<file path="src/rtl/psdp_pkg.sv">
// Shared types and constants for the point-set distance/projection block.
// Used by psdp_ctrl, psdp_dp and point_set_distance_projection.
package psdp_pkg;

  localparam int CMD_W     = 3;
  localparam int PIDX_W    = 14;
  localparam int DIM_W     = 4;
  localparam int VAL_W     = 32;
  localparam int RES_W     = 48;
  localparam int ST_W      = 2;
  localparam int CNT_W     = 15;
  localparam int CFG_IDX_W = 2;

  localparam int POINTS_DEF     = 16384;
  localparam int DIMS_DEF       = 10;
  localparam int COORD_BITS_DEF = 32;

  localparam logic [CMD_W-1:0] CMD_STORE = 3'd0;
  localparam logic [CMD_W-1:0] CMD_LOADA = 3'd1;
  localparam logic [CMD_W-1:0] CMD_LOADB = 3'd2;
  localparam logic [CMD_W-1:0] CMD_DIST  = 3'd3;
  localparam logic [CMD_W-1:0] CMD_PROJ  = 3'd4;

  localparam logic [ST_W-1:0] ST_OK    = 2'd0;
  localparam logic [ST_W-1:0] ST_ZERO  = 2'd1;
  localparam logic [ST_W-1:0] ST_RANGE = 2'd2;

  localparam logic [CFG_IDX_W-1:0] REG_COUNT_A = 2'd0;
  localparam logic [CFG_IDX_W-1:0] REG_COUNT_B = 2'd1;

  localparam logic [RES_W-1:0] RES_MAXPOS = {1'b0, {(RES_W-1){1'b1}}};
  localparam logic [RES_W-1:0] RES_MAXNEG = {1'b1, {(RES_W-1){1'b0}}};

  // controller -> datapath
  typedef struct packed {
    logic accept;
    logic inc_dim;
    logic diff_en;
    logic mula;
    logic acca;
    logic mulb;
    logic accb;
    logic sq_init;
    logic sq_step;
    logic dv_init;
    logic dv_step;
    logic load_out;
  } dp_cmd_t;

  // datapath -> controller
  typedef struct packed {
    logic range_bad;
    logic is_proj;
    logic last_dim;
    logic iter_last;
    logic root_zero;
    logic out_free;
  } dp_sts_t;

endpackage

</file>
<file path="src/rtl/psdp_ctrl.sv">
// Sequencer for the distance/projection block: accepts items, steps the
// datapath through the per-dimension MAC, square root and divide. Uses psdp_pkg.
module psdp_ctrl
  import psdp_pkg::*;
(
  input  logic             clk,
  input  logic             rst_n,
  input  logic             in_valid,
  input  logic [CMD_W-1:0] in_command,
  output logic             in_stall,
  input  dp_sts_t          sts,
  output dp_cmd_t          cmd
);

  localparam logic [3:0] S_IDLE  = 4'd0;
  localparam logic [3:0] S_CHECK = 4'd1;
  localparam logic [3:0] S_RD    = 4'd2;
  localparam logic [3:0] S_DIFF  = 4'd3;
  localparam logic [3:0] S_MULA  = 4'd4;
  localparam logic [3:0] S_ACCA  = 4'd5;
  localparam logic [3:0] S_MULB  = 4'd6;
  localparam logic [3:0] S_ACCB  = 4'd7;
  localparam logic [3:0] S_SQI   = 4'd8;
  localparam logic [3:0] S_SQ    = 4'd9;
  localparam logic [3:0] S_SQD   = 4'd10;
  localparam logic [3:0] S_DV    = 4'd11;
  localparam logic [3:0] S_OUT   = 4'd12;

  logic [3:0] state_r, state_nxt;
  logic       fire, is_comp;

  assign in_stall = (state_r != S_IDLE);
  assign fire     = in_valid && !in_stall;
  assign is_comp  = (in_command == CMD_DIST) || (in_command == CMD_PROJ);

  always_comb begin
    state_nxt  = state_r;
    cmd        = '0;
    cmd.accept = fire;
    unique case (state_r)
      S_IDLE: begin
        if (fire && is_comp) state_nxt = S_CHECK;
      end
      S_CHECK: begin
        state_nxt = sts.range_bad ? S_OUT : S_RD;
      end
      S_RD:   state_nxt = S_DIFF;
      S_DIFF: begin
        cmd.diff_en = 1'b1;
        state_nxt   = S_MULA;
      end
      S_MULA: begin
        cmd.mula  = 1'b1;
        state_nxt = S_ACCA;
      end
      S_ACCA: begin
        cmd.acca = 1'b1;
        if (sts.is_proj) begin
          state_nxt = S_MULB;
        end else if (sts.last_dim) begin
          state_nxt = S_SQI;
        end else begin
          cmd.inc_dim = 1'b1;
          state_nxt   = S_RD;
        end
      end
      S_MULB: begin
        cmd.mulb  = 1'b1;
        state_nxt = S_ACCB;
      end
      S_ACCB: begin
        cmd.accb = 1'b1;
        if (sts.last_dim) begin
          state_nxt = S_SQI;
        end else begin
          cmd.inc_dim = 1'b1;
          state_nxt   = S_RD;
        end
      end
      S_SQI: begin
        cmd.sq_init = 1'b1;
        state_nxt   = S_SQ;
      end
      S_SQ: begin
        cmd.sq_step = 1'b1;
        if (sts.iter_last) state_nxt = S_SQD;
      end
      S_SQD: begin
        if (sts.is_proj && !sts.root_zero) begin
          cmd.dv_init = 1'b1;
          state_nxt   = S_DV;
        end else begin
          state_nxt = S_OUT;
        end
      end
      S_DV: begin
        cmd.dv_step = 1'b1;
        if (sts.iter_last) state_nxt = S_OUT;
      end
      S_OUT: begin
        if (sts.out_free) begin
          cmd.load_out = 1'b1;
          state_nxt    = S_IDLE;
        end
      end
      default: state_nxt = S_IDLE;
    endcase
  end

  always_ff @(posedge clk) begin
    if (!rst_n) state_r <= S_IDLE;
    else        state_r <= state_nxt;
  end

endmodule

</file>
<file path="config.mk">
export PLATFORM = sky130hd
export DESIGN_NAME = psdp_ctrl
export DESIGN_NICKNAME = d
export VERILOG_FILES = /design/src/rtl/psdp_pkg.sv /design/src/rtl/psdp_ctrl.sv
export SDC_FILE = /design/constraint.sdc
export NUM_CORES = 1
export LEC_CHECK = 0
export BUFFER_PORTS_ARGS = -buffer_cell sky130_fd_sc_hd__buf_2
export CAP_MARGIN = 20
export CORE_AREA = 2 2 39 41
export DETAILED_ROUTE_END_ITERATION = 8
export DIE_AREA = 0 0 41 43
export GPL_TIMING_DRIVEN = 0
export PLACE_DENSITY = 0.71
export SETUP_SLACK_MARGIN = 0.2
export SLEW_MARGIN = 30
export SYNTH_ARGS = -nofsm -noshare
export SYNTH_HDL_FRONTEND = slang
export SYNTH_SLANG_ARGS = --single-unit
</file>
<file path="constraint.sdc">
create_clock -name clk -period 1.3 [get_ports clk]
set_input_delay 0.13 -clock clk [delete_from_list [all_inputs] [get_ports clk]]
set_output_delay 0.13 -clock clk [all_outputs]
set_load 0.01 [all_outputs]
</file>
==> impl_metrics.py, run 1 <==
metrics = {
    "floorplanning": {
        "row_count": 14,
        "core-area_um2": 1380,
        "die_x_um": 41,
        "io-pin-count": 25,
        "fp.dieArea_um2": 1760,
        "dieHeight_um": 43,
        "initial_core_util": 0.334,
    },
    "clock_network": {
        "cts_root_buffer": "clkbuf_4",
        "clk_pin_slew_ps": 40,
        "h-tree-depth": 1,
        "insertion_delay_ps": 240,
        "cts_tree": "yes",
        "cts_buffer_depth": 2,
        "hold_buffers": 0,
        "numCtsBuffers": 3,
        "cts.sinks": 4,
    },
    "finish": {
        "n_fill_cell": 95,
        "layout_commonest_cell": "buf_2",
        "fin_util": 0.693,
        "nets": 122,
        "largest_reg_flops": 4,
        "seqCellArea_um2": 92.6,
        "reg_top3": "state_r: 4 flops",
        "largest-register": "state_r",
        "multi_input_area_um2": 459,
        "area_growth_pct": 108,
        "drive_gt1_frac": 0.667,
        "diodes": 0,
        "instances_no_fill": 124,
        "most-common-layout-cells": "buf_2 (23), buf_4 (8), buf_6 (6)",
        "fin_area_um2": 960,
    },
    "logic_synthesis": {
        "syn-cell-area_um2": 462,
        "synth.top_cell.area_share": 0.173,
        "synth_area_leaders": "dfxtp_1 (17%), nor3_1 (7.6%), nor2_1 (5.7%)",
        "yosys.area.top_type": "dfxtp_1",
        "synth-edff-count": 0,
        "ys_seq_elements": 4,
        "synth_fp_nets": 80,
        "syn_inst": 68,
        "async_reset_ff_frac": 0,
        "yosysSeqAreaShare": 0.173,
        "avgSynthCellArea_um2": 6.79,
        "synth_ff_type": "dfxtp_1",
        "ys_warn_count": 0,
        "synth_cell_types": 33,
    },
    "global_routing": {
        "antenna_found_initial": 0,
        "grt_pass1_wl_um": 2300,
        "overflow": 0,
        "grt_pass1_vias": 578,
        "grtUsageTotal": 0.185,
        "grt_max_degree": 11,
    },
    "pwr": {
        "power_mw": 0.764,
        "power_density_nw_per_um2": 796,
        "leakagePower_nw": 0.467,
        "ir_drop_mv": 0.461,
    },
    "routing": {
        "vias_per_cell": 5.69,
        "wire_per_inst_um": 14.5,
        "wl_um": 1800,
        "post-route-drc-count": 0,
        "ant_nets": 0,
        "dr.pass1.iters": 4,
        "vias": 705,
        "drt_iter0_markers": 23,
    },
    "sta": {
        "post-route-worst-setup-slack_ps": -182,
        "hold_violations": 0,
        "timing.fmax_mhz": 675,
        "slew_violations": 0,
        "finalSetupViolCount": 13,
        "rsz0062_at_grt": "true",
        "worstMarginPinSlew_ps": 313,
        "layout_min_cycle_time_ps": 1480,
        "max-slew-margin-rel": 0.789,
        "finClkSkew_ps": 3.05,
        "worst_hold_slack_ps": 192,
        "tns_ps": -1400,
        "fin_crit_sh": 1.14,
    },
    "min_path": {
        "hp-class": "input port to flop",
        "min_from": "rst_n",
    },
    "status": {
        "violations": "negative setup slack",
        "status": "complete, but fails checks",
    },
    "setup_path": {
        "r2r_slack_ps": -180,
        "crit_type": "flop to flop",
        "endpoint_kind": "flop",
        "timing.critical_path.to": "state_r[1]$_SDFFE_PN0P_",
        "cp.required_ps": 1420,
        "reg2regPathDepth": 4,
        "cp.arrival_ps": 1600,
        "r2r_end": "state_r[1]$_SDFFE_PN0P_",
        "r2r-start": "state_r[3]$_SDFFE_PN0P_",
        "startpoint": "state_r[3]$_SDFFE_PN0P_",
        "critPathMaxFanout": 6,
        "crit_path_start_kind": "flop",
    },
    "placement": {
        "dp_hpwl_um": 984,
        "place_area_um2": 629,
        "dp_slack_ps": -231,
        "dp_cells": 108,
        "gp_congestion": 0.771,
        "port_buffers": 24,
    },
    "job": {
        "cap_violations": 0,
    },
}
-- metal layers --
layer,track usage,vias to the layer above,wire (um)
met2,0.319,51,911
met4,0.0867,0,70
met3,0.0262,10,149
li1,-,328,-
met5,0,-,0
met1,0.206,316,664
-- cells in the mapped netlist (all sizes together) (2+ instances only) --
library cell and n:
nand2 5, nor2 7, o21ai 3, nand2b 3
or2b 3, clkbuf 2, a21o 2, nor3 8
a21oi 4, buf 4, nor2b 2, inv 4
dfxtp 4
-- report_power, final --
part	internal [mW]	leakage [nW]	switching (mW)	total, mW
Combinational	0.247	0.418	0.208	0.455
Clock	0.103	0.0138	0.0523	0.156
Sequential	0.136	0.0352	0.0174	0.153
Total	0.487	0.467	0.278	0.764
-- cells by family after synthesis --
kind of cell	Yosys count	share of synthesized area
muxes	1	0.0217
buffers and inverters	10	0.103
AOI/OAI and AO/OA	17	0.255
DFF	4	0.173
and+or+nand+nor	36	0.447
-- how the worst min path moves through the flow --
stage                              end  depth (start not counted)
3_5_place_dp   state_r[2]$_SDFFE_PN0P_                          2
4_1_cts        state_r[2]$_SDFFE_PN0P_                          2
6_report       state_r[2]$_SDFFE_PN0P_                          2
3_3_place_gp   state_r[2]$_SDFFE_PN0P_                          2
5_1_grt        state_r[2]$_SDFFE_PN0P_                          2
2_1_floorplan  state_r[0]$_SDFFE_PN0P_                          1
-- worst max-delay path: stages (launching register included) --
cell,delay (ps)
dfxtp_4,370
or2b_4,230
nor3_2,50
or4_1,480
a32o_1,230
-- layout make-up --
type / count / area share
repair buffers: 37 / 0.280
plain buffers: 6 / 0.0847
multi-input cells: 54 / 0.478
clock buffers: 3 / 0.0235
flip-flops and latches: 4 / 0.0965
inverters: 4 / 0.0156
well taps: 16 / 0.0209
-- timing repair --
item                                    in CTS  in global routing
endpoints found under the setup margin      17                 17
setup buffers                                6                  6
gates cloned                                 0                  1
pin swaps                                    3                 10
gates resized for setup                     28                 15
hold endpoints to repair                     0                  0
Power figures use the tool's default switching activity.
==> run 2, diff against run 1 <==
PLACE_DENSITY = 0.77   (was 0.71)
SKIP_LAST_GASP = 1   (was unset)
SLEW_MARGIN = unset   (was 30)
==> run 2 against run 1 <==
The run still ends with negative setup slack left. Critical path depth is the same. Flip-flop and latch count is the same. Total power shrank 5.8%. First-iteration DRC count shrank 78%. Sequential share of layout area grew 1.0 points. Critical endpoint unchanged. Core utilization shrank 6.7 points. Via count shrank 8.2%. Clock power grew 5%. Non-clock buffer count is the same. Fmax grew 0.57%.
==> impl_metrics.py, run 2 (synthesized netlist as in run 1, its figures left out) <==
metrics = {
    "status": {
        "status": "complete, but fails checks",
        "violations": "negative setup slack",
    },
    "global_routing": {
        "grt_max_degree": 11,
        "grtUsageTotal": 0.189,
        "gr-usage-met1": 0.254,
        "use_met3": 0.0157,
        "use_met2": 0.284,
        "antenna_found_initial": 0,
        "overflow": 0,
        "grt-busiest-layer": "met2",
        "grt_pass1_wl_um": 2300,
        "grt_pass1_vias": 548,
    },
    "setup_path": {
        "crit_type": "flop to flop",
        "crit_chain": "or2b_4 -> nor3_4 -> or4_1 -> a32o_1",
        "cp.required_ps": 1430,
        "reg2regPathDepth": 4,
        "r2r_slack_ps": -170,
        "critPathMaxStageDelay_ps": 480,
        "timing.critical_path.to": "state_r[1]$_SDFFE_PN0P_",
        "startpoint": "state_r[3]$_SDFFE_PN0P_",
        "crit_path_start_kind": "flop",
        "endpoint_kind": "flop",
        "cp.arrival_ps": 1600,
        "r2r-start": "state_r[3]$_SDFFE_PN0P_",
        "r2r_end": "state_r[1]$_SDFFE_PN0P_",
        "slowest_stage": "or4_1",
        "critPathMaxFanout": 6,
    },
    "routing": {
        "drt_iter0_markers": 5,
        "wire_per_inst_um": 13.1,
        "vias": 647,
        "post-route-drc-count": 0,
        "wl_um": 1620,
        "vias_per_cell": 5.22,
        "dr.pass1.iters": 5,
        "ant_nets": 0,
    },
    "finish": {
        "instances_no_fill": 124,
        "drive_gt1_frac": 0.630,
        "largest_reg_flops": 4,
        "most-common-layout-cells": "buf_2 (22), buf_4 (13), buf_6 (5)",
        "layout_commonest_cell": "buf_2",
        "seqCellArea_um2": 92.6,
        "fin_util": 0.627,
        "diodes": 0,
        "n_fill_cell": 128,
        "reg_top3": "state_r: 4 flops",
        "multi_input_area_um2": 415,
        "nets": 122,
        "area_growth_pct": 87.8,
        "largest-register": "state_r",
    },
    "clock_network": {
        "cts_root_buffer": "clkbuf_4",
        "numCtsBuffers": 3,
        "clk_pin_slew_ps": 40,
        "insertion_delay_ps": 250,
        "cts_buffer_depth": 2,
        "cts_tree": "yes",
        "cts.sinks": 4,
        "h-tree-depth": 1,
        "hold_buffers": 0,
    },
    "floorplanning": {
        "core-area_um2": 1380,
        "die_x_um": 41,
        "io-pin-count": 25,
        "dieHeight_um": 43,
        "fp.dieArea_um2": 1760,
        "initial_core_util": 0.334,
        "row_count": 14,
    },
    "sta": {
        "finClkSkew_ps": 7.21,
        "finalSetupViolCount": 15,
        "worst_hold_slack_ps": 171,
        "rsz0062_at_grt": "true",
        "worstMarginPinSlew_ps": 272,
        "hold_violations": 0,
        "slew_violations": 0,
        "post-route-worst-setup-slack_ps": -174,
        "timing.fmax_mhz": 679,
        "max-slew-margin-rel": 0.818,
        "layout_min_cycle_time_ps": 1470,
        "fin_crit_sh": 1.13,
    },
    "job": {
        "cap_violations": 0,
    },
    "pwr": {
        "power_mw": 0.720,
        "ir_drop_mv": 0.478,
        "power_density_nw_per_um2": 831,
        "leakagePower_nw": 0.447,
    },
    "placement": {
        "port_buffers": 24,
        "dp_slack_ps": -248,
        "dp_hpwl_um": 996,
        "gp_congestion": 0.832,
        "dp_cells": 108,
    },
    "min_path": {
        "hp-class": "input port to flop",
    },
}
run 2: changes by cell type in the layout (fill, tap and decap cells not counted), sizes merged:
cell	delta
clkbuf	-2
buf	+2
run 2: what timing repair did:
item,4_1_cts,5_1_grt
resized for setup,19,13
setup endpoints to repair,17,17
pin swaps,3,6
setup buffers,6,7
run 2: metal layers:
metal,vias up,share of wire
met5,-,0
met2,22,0.53
met4,0,0.013
met1,296,0.41
li1,327,-
met3,2,0.039
run 2: final cells by class:
class / instances / share of cell area
inverter: 4 / 0.0173
tap: 16 / 0.0231
multi-input combinational: 54 / 0.479
sequential: 4 / 0.107
timing repair buffer: 37 / 0.270
buffer: 6 / 0.0779
clock buffer: 3 / 0.0260
run 2: worst min-delay path by stage:
stage	from	end	slack [ps]	depth (start not counted)
final	rst_n	state_r[2]$_SDFFE_PN0P_	170	2
after global placement	rst_n	state_r[2]$_SDFFE_PN0P_	430	2
after CTS	rst_n	state_r[2]$_SDFFE_PN0P_	170	2
after detailed placement	rst_n	state_r[2]$_SDFFE_PN0P_	440	2
after floorplan	rst_n	state_r[0]$_SDFFE_PN0P_	280	1
after global routing	rst_n	state_r[2]$_SDFFE_PN0P_	200	2
run 2: worst max-delay path: cells and delay by family, from the launching register on:
family          cells  cell delay, ps
flops               1             360
simple gates        3             760
compound gates      1             230
run 2: stage by stage:
| stage | area (um^2) | TNS, ps |
|---|---|---|
| after global placement | 629 | -764 |
| after floorplan | 489 | -189 |
| after CTS | 763 | -1410 |
| after detailed placement | 629 | -888 |
| after global routing | 867 | -1970 |
| final | 867 | -1040 |
run 2: report_power, final:
group	internal, mW	switching, mW
clock	0.104	0.0601
combinational	0.221	0.185
sequential	0.136	0.0145
==> run 3, diff against run 2 <==
ABC_AREA = 1   (was unset)
==> run 3 against run 2 <==
Largest cell class unchanged. Wire length is 8.9% lower. Final area shrank 1.9%. Global-route usage down 1.8 points. Clock skew decreased by 6.5 ps. The run still ends with negative setup slack left. Largest power group unchanged.
==> impl_metrics.py, run 3 <==
metrics = {
    "status": {
        "status": "complete, but fails checks",
        "violations": "negative setup slack",
    },
    "sta": {
        "worstMarginPinSlew_ps": 209,
        "finClkSkew_ps": 0.678,
        "timing.fmax_mhz": 740,
        "finalSetupViolCount": 3,
        "worst_hold_slack_ps": 195,
        "max-slew-margin-rel": 0.861,
        "layout_min_cycle_time_ps": 1350,
        "fin_crit_sh": 1.04,
        "rsz0062_at_grt": "true",
        "slew_violations": 0,
        "post-route-worst-setup-slack_ps": -52.1,
        "hold_violations": 0,
    },
    "routing": {
        "wire_per_inst_um": 10.6,
        "drt_iter0_markers": 15,
        "wl_um": 1480,
        "dr.pass1.iters": 4,
        "vias_per_cell": 4.86,
        "vias": 676,
        "post-route-drc-count": 0,
        "ant_nets": 0,
    },
    "logic_synthesis": {
        "synth-compound-area-share": 0.115,
        "ys_top_cells_by_count": "nand2_1 (21), inv_1 (17), nor2_1 (11)",
        "ys_warn_count": 0,
        "yosys.area_share.simple": 0.512,
        "synth_cell_types": 16,
        "synthMuxAreaShare": 0,
        "avgSynthCellArea_um2": 5.25,
        "syn_inst": 87,
        "synth-edff-count": 0,
        "syn-cell-area_um2": 457,
        "async_reset_ff_frac": 0,
        "synthAdderAreaFrac": 0,
        "synth_ff_type": "dfxtp_1",
        "yosys.area.top_type": "dfxtp_1",
        "yosysSeqAreaShare": 0.175,
        "synth_fp_nets": 99,
        "ys_seq_elements": 4,
        "synth_top_family_by_area": "simple AND/OR/NAND/NOR gates",
        "yosys.cell_count.top_type": "nand2_1",
        "synth.top_cell.area_share": 0.175,
        "synth-xor-area-share": 0,
        "synth_area_leaders": "dfxtp_1 (18%), nand2_1 (17%), inv_1 (14%)",
    },
    "setup_path": {
        "cp.arrival_ps": 1220,
        "cp.required_ps": 1170,
        "crit_path_start_kind": "flop",
        "crit_type": "flop to output pin",
        "endpoint_kind": "output pin",
        "critPathMaxFanout": 6,
    },
    "placement": {
        "port_buffers": 24,
        "place_area_um2": 628,
        "gp_congestion": 0.827,
        "dp_hpwl_um": 996,
    },
    "pwr": {
        "power_density_nw_per_um2": 667,
        "power_mw": 0.568,
        "leakagePower_nw": 0.441,
        "ir_drop_mv": 0.630,
    },
    "clock_network": {
        "numCtsBuffers": 3,
        "h-tree-depth": 1,
        "cts_buffer_depth": 2,
        "insertion_delay_ps": 230,
        "cts_root_buffer": "clkbuf_4",
        "clk_pin_slew_ps": 30,
        "cts.sinks": 4,
        "cts_tree": "yes",
    },
    "global_routing": {
        "grt_pass1_vias": 584,
        "antenna_found_initial": 0,
        "grt_pass1_wl_um": 2130,
        "overflow": 0,
        "grtUsageTotal": 0.171,
        "grt_max_degree": 8,
    },
    "job": {
        "cap_violations": 0,
    },
    "finish": {
        "area_growth_pct": 86.3,
        "layout_commonest_cell": "buf_2",
        "fin_area_um2": 851,
        "most-common-layout-cells": "buf_2 (22), nand2_1 (17), inv_1 (13), nor2_4 (8), buf_4 (7)",
        "diodes": 0,
        "reg_top3": "state_r: 4 flops",
        "drive_gt1_frac": 0.593,
        "largest_reg_flops": 4,
        "largest-register": "state_r",
        "nets": 137,
    },
    "floorplanning": {
        "die_x_um": 41,
        "initial_core_util": 0.330,
        "row_count": 14,
        "fp.dieArea_um2": 1760,
        "core-area_um2": 1380,
        "dieHeight_um": 43,
        "io-pin-count": 25,
    },
    "min_path": {
        "hp-class": "input port to flop",
    },
}
-- run 3: cell count changes after synthesis, moves of 3 or more --
cell / delta
inv_1: +13
inv_2: +3
nor2_1: +4
nand2b_1: -3
nor2_2: +6
nor3_1: -5
nand3_1: +6
nand4_1: +3
nand2_1: +16
-- run 3: where the power goes --
group / total [mW] / leakage (nW) / internal [mW] / switching, mW
combinational: 0.283 / 0.392 / 0.135 / 0.148
clock: 0.146 / 0.0138 / 0.103 / 0.0434
sequential: 0.138 / 0.0348 / 0.127 / 0.0108
-- run 3: cell type report --
| type | instances | area (um^2) |
|---|---|---|
| fillers | 121 | 533 |
| multi-input cells | 61 | 402 |
| repair buffers | 33 | 211 |
| flip-flops and latches | 4 | 91.3 |
| inverters | 20 | 85.1 |
| clock buffers | 3 | 22.5 |
| well taps | 16 | 20.0 |
| plain buffers | 2 | 18.8 |
-- run 3: what timing repair did --
item | in CTS | in global routing
cloned | 0 | 0
setup endpoints to repair | 17 | 17
pin swaps | 5 | 9
setup buffers | 3 | 6
hold buffers | 0 | 0
gates resized for setup | 18 | 20
-- run 3: critical path: stages (launching register included) --
cell and delay [ps]:
dfxtp_1 300, buf_6 130, nor2_4 90, inv_2 70
nor2_4 90, inv_2 40, nor2_1 80, buf_4 110
buf_6 90
-- run 3: per-stage QoR --
stage / setup WS, ps / setup TNS, ps / cells / utilization
after floorplan: 191 / 0 / 87 / -
after global placement: 48.8 / 0 / 127 / 0.454
after detailed placement: 44.6 / 0 / 127 / 0.454
after CTS: -46.9 / -151 / 133 / 0.533
after global routing: -126 / -433 / 139 / 0.615
final: -52.1 / -79.8 / 139 / 0.615
-- run 3: path summary, 6_finish.rpt --
| check | startpoint | to | slack, ps | cells after the start |
|---|---|---|---|---|
| max | state_r[0]$_SDFFE_PN0P_ | cmd[11] | -50 | 8 |
| min | rst_n | state_r[1]$_SDFFE_PN0P_ | 200 | 3 |
| max reg2reg | state_r[0]$_SDFFE_PN0P_ | state_r[3]$_SDFFE_PN0P_ | 20 | 10 |
| min reg2reg | state_r[3]$_SDFFE_PN0P_ | state_r[2]$_SDFFE_PN0P_ | 620 | 2 |
-- run 3: kinds of logic after synthesis --
family,Yosys count
and+or+nand+nor,52
DFF,4
AOI/OAI and AO/OA,9
buffers and inverters,22
-- run 3: metal layers --
layer  vias to the layer above  wire (um)  GRT usage
met5                         -          0          0
met3                         2        120     0.0209
met4                         0         17     0.0600
li1                        345          -          -
met2                        28        784      0.281
met1                       301        555      0.215
